[config.mk]
export PLATFORM = sky130hd
export DESIGN_NAME = shp_absorb
export DESIGN_NICKNAME = d
export VERILOG_FILES = /design/src/sv/shp_pkg.sv /design/src/sv/shp_absorb.sv
export SDC_FILE = /design/constraint.sdc
export NUM_CORES = 2
export LEC_CHECK = 0
export BUFFER_PORTS_ARGS = -buffer_cell sky130_fd_sc_hd__clkbuf_2
export CORE_UTILIZATION = 55
export CTS_CLUSTER_DIAMETER = 60
export DETAILED_ROUTE_END_ITERATION = 12
export PLACE_DENSITY_LB_ADDON = 0.15
export REMOVE_ABC_BUFFERS = 1
export SYNTH_ARGS = -nofsm -noshare
export SYNTH_HDL_FRONTEND = slang
export SYNTH_SLANG_ARGS = --single-unit
[constraint.sdc]
create_clock -name clock -period 14.4 [get_ports clock]
set_input_delay 0.72 -clock clock [delete_from_list [all_inputs] [get_ports clock]]
set_output_delay 0.72 -clock clock [all_outputs]
set_load 0.05 [all_outputs]
[src/sv/shp_pkg.sv]
// shared types, constants and round functions for the siphash stream hasher
package shp_pkg;

   typedef logic [63:0] word_type;
   typedef logic [7:0]  len_type;
   typedef logic [3:0]  count_type;
   typedef logic [1:0]  csr_index_type;

   typedef struct packed {
      word_type v0;
      word_type v1;
      word_type v2;
      word_type v3;
   } sip_state_type;

   // control from the front end to the absorb stage
   typedef struct packed {
      logic accept;
      logic close;
      logic restart;
   } absorb_ctrl_type;

   // what the absorb stage hands to the finalisation pipeline
   typedef struct packed {
      sip_state_type v;
      word_type      block;
   } fin_handoff_type;

   localparam csr_index_type CSR_KEY_LOW  = 2'd0;
   localparam csr_index_type CSR_KEY_HIGH = 2'd1;

   localparam word_type IV0 = 64'h736f6d6570736575;
   localparam word_type IV1 = 64'h646f72616e646f6d;
   localparam word_type IV2 = 64'h6c7967656e657261;
   localparam word_type IV3 = 64'h7465646279746573;

   localparam count_type MAX_BYTES = 4'd8;
   localparam word_type  FINAL_XOR = 64'h00000000000000ff;
   localparam int unsigned LEN_POS = 56;

   localparam int unsigned ROT_A = 13;
   localparam int unsigned ROT_B = 32;
   localparam int unsigned ROT_C = 16;
   localparam int unsigned ROT_D = 21;
   localparam int unsigned ROT_E = 17;

   function automatic word_type rotl(input word_type x, input int unsigned b);
      return (x << b) | (x >> (64 - b));
   endfunction

   function automatic sip_state_type sip_round(input sip_state_type s);
      sip_state_type r;
      r    = s;
      r.v0 = r.v0 + r.v1;
      r.v1 = rotl(r.v1, ROT_A) ^ r.v0;
      r.v0 = rotl(r.v0, ROT_B);
      r.v2 = r.v2 + r.v3;
      r.v3 = rotl(r.v3, ROT_C) ^ r.v2;
      r.v0 = r.v0 + r.v3;
      r.v3 = rotl(r.v3, ROT_D) ^ r.v0;
      r.v2 = r.v2 + r.v1;
      r.v1 = rotl(r.v1, ROT_E) ^ r.v2;
      r.v2 = rotl(r.v2, ROT_B);
      return r;
   endfunction

   // one message word through two rounds
   function automatic sip_state_type sip_compress(input sip_state_type s, input word_type m);
      sip_state_type r;
      r    = s;
      r.v3 = r.v3 ^ m;
      r    = sip_round(sip_round(r));
      r.v0 = r.v0 ^ m;
      return r;
   endfunction

   function automatic sip_state_type sip_init(input word_type k0, input word_type k1);
      sip_state_type r;
      r.v0 = IV0 ^ k0;
      r.v1 = IV1 ^ k1;
      r.v2 = IV2 ^ k0;
      r.v3 = IV3 ^ k1;
      return r;
   endfunction

endpackage

[src/sv/shp_absorb.sv]
// byte packing and word compression stage holding the running hash state
module shp_absorb (
   input  logic                     clock,
   input  logic                     reset,
   input  shp_pkg::absorb_ctrl_type ctrl,
   input  shp_pkg::word_type        key_low,
   input  shp_pkg::word_type        key_high,
   input  shp_pkg::word_type        data,
   input  shp_pkg::count_type       byte_count,
   output shp_pkg::fin_handoff_type handoff
);

   shp_pkg::sip_state_type v_ff, v_in, v_abs;
   shp_pkg::word_type      partial_ff, partial_in, partial_next;
   shp_pkg::len_type       len_ff, len_in, len_next;
   shp_pkg::count_type     cnt;
   shp_pkg::count_type     fill;
   shp_pkg::word_type      mask, dm, merged, spill;
   logic [2:0]             off;
   logic                   full;

   always_comb begin
      cnt    = (byte_count > shp_pkg::MAX_BYTES) ? shp_pkg::MAX_BYTES : byte_count;
      off    = len_ff[2:0];
      mask   = ~({64{1'b1}} << {cnt, 3'b000});
      dm     = data & mask;
      merged = partial_ff | (dm << {off, 3'b000});
      // bytes that run past the current word; shift of 64 clears all
      spill  = dm >> (7'd64 - {1'b0, off, 3'b000});
      fill   = {1'b0, off} + cnt;
      full   = fill[3];
      len_next     = len_ff + {4'b0000, cnt};
      partial_next = full ? spill : merged;
      v_abs        = full ? shp_pkg::sip_compress(v_ff, merged) : v_ff;
   end

   assign handoff.v     = v_abs;
   assign handoff.block = partial_next | (shp_pkg::word_type'(len_next) << shp_pkg::LEN_POS);

   always_comb begin
      v_in       = v_ff;
      partial_in = partial_ff;
      len_in     = len_ff;
      if (ctrl.restart || (ctrl.accept && ctrl.close)) begin
         v_in       = shp_pkg::sip_init(key_low, key_high);
         partial_in = '0;
         len_in     = '0;
      end else if (ctrl.accept) begin
         v_in       = v_abs;
         partial_in = partial_next;
         len_in     = len_next;
      end
   end

   always_ff @(posedge clock) begin
      if (reset) begin
         v_ff       <= shp_pkg::sip_init('0, '0);
         partial_ff <= '0;
         len_ff     <= '0;
      end else begin
         v_ff       <= v_in;
         partial_ff <= partial_in;
         len_ff     <= len_in;
      end
   end

   a_close_clears: assert property (@(posedge clock) disable iff (reset)
      ctrl.accept && ctrl.close |=> len_ff == '0 && partial_ff == '0)
      else $error("state not cleared after closing transaction");

   a_len_tracks: assert property (@(posedge clock) disable iff (reset)
      ctrl.accept && !ctrl.close && !ctrl.restart |=> len_ff == $past(len_next))
      else $error("length count lost track of bytes");

endmodule

==> flow_metrics.tcl, run 1 <==
set metrics [dict create \
    ys_seq_area_frac 0.121 \
    htreeDepth 2 \
    yosys.area.top_type "dfxtp_1" \
    io_buffers 520 \
    die_x_um 316 \
    place_ws_ns -1.32 \
    synth_seq_cells 328 \
    avgSynthCellArea_um2 7.23 \
    initial_core_util 0.558 \
    postCtsHoldBufs 0 \
    grt_overflow_total 2775 \
    grt_pass1_wl_um 664000 \
    die_height_um 316 \
    synth_top_area_frac 0.121 \
    dp.cells 11400 \
    ys_top_cells_by_count "875 x nand2_1, 744 x a21oi_1, 634 x o21ai_0, 563 x xnor2_1, 509 x nor2_1" \
    netlist_area_um2 54200 \
    place_congestion 1.46 \
    grt_max_degree 213 \
    rows 114 \
    ys_types 110 \
    io_pins 521 \
    ys_warn_count 0 \
    grt_pass1_vias 91400 \
    track_usage 0.873 \
    cts_root_buf "clkbuf_16" \
    placed_area_um2 78900 \
    yosysMostFrequentCell "nand2_1" \
    clockBufferDepth 3 \
    status "aborted with a tool error" \
    synthCells 7496 \
    synthTopCellsByArea "dfxtp_1 12%, ha_1 12%, xnor2_1 9.1%, xor2_1 8.0%, a21oi_1 6.9%" \
    numClockSinks 328 \
    failed_stage "global routing (5_1_grt)" \
    synthFlopType "dfxtp_1" \
    async_reset_ff_frac 0 \
    post-dp-hpwl_um 306000 \
    cts_made_buffers 44 \
    first-error "[ERROR GRT-0116] Global routing finished with congestion. Check the congestion regions in the DRC Viewer." \
    synth_edf_count 0 \
]
per-layer routing:
| metal | overflow | track usage |
|---|---|---|
| met2 | 1904 | 1.04 |
| met3 | 67 | 0.757 |
| met1 | 58 | 0.845 |
| met4 | 734 | 0.876 |
| met5 | 12 | 0.505 |
logic make-up after synthesis:
kind of cell	synth area share
AOI/OAI and AO/OA	0.323
and+or+nand+nor	0.171
xor gates and xnor gates	0.201
buffers and inverters	0.0489
adders and majority gates	0.121
DFF	0.121
muxes	0.0140
through the flow:
stage,hold slack [ns],TNS [ns],util
2_1_floorplan,0.440,-4932.78,-
3_3_place_gp,0.453,-28.65,0.812
3_5_place_dp,0.458,-92.21,0.812
4_1_cts,0.294,-0.0167,0.847
repair_timing:
action | CTS
gates resized for setup | 287
setup buffers | 49
setup endpoints to repair | 133
pin swaps | 97
==> run 2, diff against run 1 <==
--- a/config.mk
+++ b/config.mk
@@ -6,8 +6,7 @@
 export NUM_CORES = 2
 export LEC_CHECK = 0
 export BUFFER_PORTS_ARGS = -buffer_cell sky130_fd_sc_hd__clkbuf_2
-export CORE_UTILIZATION = 55
-export CTS_CLUSTER_DIAMETER = 60
+export CORE_UTILIZATION = 40
 export DETAILED_ROUTE_END_ITERATION = 12
 export PLACE_DENSITY_LB_ADDON = 0.15
 export REMOVE_ABC_BUFFERS = 1
==> constraint.sdc (replaced) <==
create_clock -name clock -period 18.7 [get_ports clock]
set_input_delay 0.935 -clock clock [delete_from_list [all_inputs] [get_ports clock]]
set_output_delay 0.935 -clock clock [all_outputs]
set_load 0.05 [all_outputs]
==> run 2 against run 1 <==
  * The flow now finishes, with violations (max-capacitance violations, max-slew violations, negative setup slack)
  * Area after synthesis unchanged
  * Synthesized cell count unchanged
==> flow_metrics.tcl, run 2 <==
set metrics [dict create \
    cpPeakStageDelay_ns 0.98 \
    grt_max_degree 195 \
    yosys.area.top_type "dfxtp_1" \
    netlist_area_um2 54200 \
    ant_nets 0 \
    muxShareOfSynthArea 0.0140 \
    synth_compound_area_frac 0.323 \
    insertion_delay_ns 0.69 \
    grt_pass1_vias 64100 \
    synthFlopType "dfxtp_1" \
    dr.pass1.iters 7 \
    critPathSlowestCell "xnor2_1" \
    cp_max_fo 16 \
    top_register "v_ff" \
    yosysMostFrequentCell "nand2_1" \
    die_x_um 370 \
    drv_cap 3 \
    cts_made_buffers 43 \
    critical_path.top_delay_family "compound AO/OA/AOI/OAI gates" \
    drt_iter0_markers 12700 \
    synth_top_area_frac 0.121 \
    cts_tree "done" \
    final_hold_viol_count 0 \
    antenna_found_initial 47 \
    yosys.area_share.simple 0.171 \
    io_pins 521 \
    die_height_um 370 \
    final_cell_mix "1293 x buf_4, 869 x nand2_1, 739 x a21oi_1" \
    path_depth 57 \
    ys_types 110 \
    synthCells 7496 \
    crit_required_ns 17.77 \
    synth_top_family_by_area "compound AO/OA/AOI/OAI gates" \
    setup_ws_ns -0.0371 \
    largest_reg_flops 256 \
    synthTopCellsByArea "dfxtp_1 12%, ha_1 12%, xnor2_1 9.1%, xor2_1 8.0%, a21oi_1 6.9%" \
    rr_worst_depth 51 \
    max_slew_margin -0.196 \
    initial_core_util 0.404 \
    startpoint_type "input pin" \
    setup_violations 2 \
    holdWs_ns 0.470 \
    top_regs "v_ff (256), partial_ff (64), len_ff (8)" \
    synth_edf_count 0 \
    min_path_cells 2 \
    r2r_setup_slack_ns 1.52 \
    final_common_cell "buf_4" \
    async_reset_ff_frac 0 \
    grt_overflow_total 0 \
    htreeDepth 2 \
    fmax_mhz 53.4 \
    drc_errors 0 \
    place_ws_ns 0.732 \
    fin_crit_ns 18.74 \
    wl_met3_um 66300 \
    avgSynthCellArea_um2 7.23 \
    nNetsFinal 9659 \
    ys_warn_count 0 \
    cts_root_buf "clkbuf_16" \
    fin_util 0.520 \
    rows 134 \
    arrival_ns 17.80 \
    failed_checks "max-capacitance violations, max-slew violations, negative setup slack" \
    fin_worst_skew_ns 0.0444 \
    finalMaxSlewViolations 7 \
    crit_type "input pin to primary output" \
    period_share 1.00 \
    die_area_um2 137000 \
    crit_path_frequent_cell "o21ai_0" \
    via_count 72400 \
    grt_pass1_wl_um 541000 \
    viasPerCell 6.72 \
    wirelength_um 415000 \
    routed.top_layer "met5" \
    syn2layout_area_growth_pct 28.5 \
    drive_gt1_frac 0.229 \
    synthAdderAreaFrac 0.121 \
    rsz0062_at_grt "no" \
    place_congestion 1.22 \
    drt-met1-wl_um 148000 \
    post-dp-hpwl_um 351000 \
    ys_seq_area_frac 0.121 \
    status "finished with violations" \
    wl_per_cell_um 38.5 \
    synthXorXnorAreaFrac 0.201 \
    met2WireLength_um 153000 \
    tns_ns -0.0700 \
    core-area_um2 134000 \
    clk_pin_slew_worst_paths_ns 0.06 \
    ys_top_cells_by_count "875 x nand2_1, 744 x a21oi_1, 634 x o21ai_0, 563 x xnor2_1, 509 x nor2_1" \
    clockBufferDepth 3 \
    hp-class "flop to flop" \
    io_buffers 520 \
    track_usage 0.579 \
    crit_buf_inv 6 \
    endpoint_kind "primary output" \
    numClockSinks 328 \
    synth_seq_cells 328 \
    tightest_slew_ns 1.77 \
]
[run 2: cell counts after synthesis]
No cell type changed its count.
[run 2: final timing paths]
kind	from	endpoint
worst max register to register	v_ff[128]	v_ff[255]
worst min-delay path	partial_ff[12]	partial_ff[12]
worst min register to register	partial_ff[12]	partial_ff[12]
worst max-delay path	byte_count[3]	handoff[319]
[run 2: metal layers]
metal,track usage,vias up
met4,0.528,40
met3,0.282,1700
met2,0.763,6431
met1,0.676,34100
met5,0.0315,-
li1,-,30100
[run 2: timing repair]
item,in CTS,in global routing
endpoints found under the setup margin,0,31
hold buffers,0,0
setup buffers,0,0
gates resized for setup,0,7
[run 2: cell families (layout without fill, tap and decap cells)]
family	count (synthesis)	in the layout
mux	75	75
other cells	0	36
flops	328	328
xor+xnor	1131	1131
compound gates	2735	2735
simple gates	2064	2064
buf+inv	643	2122
fa+ha+maj	520	520
[run 2: layout make-up]
| cell class | count | area, um^2 |
|---|---|---|
| fillers | 13300 | 64400 |
| multi-input cells | 6525 | 45300 |
| repair buffers | 1831 | 13200 |
| flip-flops and latches | 328 | 6570 |
| well taps | 1768 | 2210 |
| clock buffers | 61 | 1240 |
| inverters | 213 | 802 |
| clock inverters | 17 | 190 |
| diodes | 36 | 90.1 |
[run 2: metrics by stage]
step	instance area (um^2)	std cells
5_1_grt	69500	10700
3_5_place_dp	68000	10700
2_1_floorplan	52300	7066
6_report	69600	10800
3_3_place_gp	68000	10700
4_1_cts	69400	10700
[run 2: tightest hold or removal path, cell delays in order, from the launching register on]
cell and delay (ns):
dfxtp_1 0.31, nand2_1 0.06, a21oi_1 0.06
Power of run 2 is left out: the tool's default activity adds up to more than one toggle a clock period on the data nets, which glitch-free logic cannot reach.
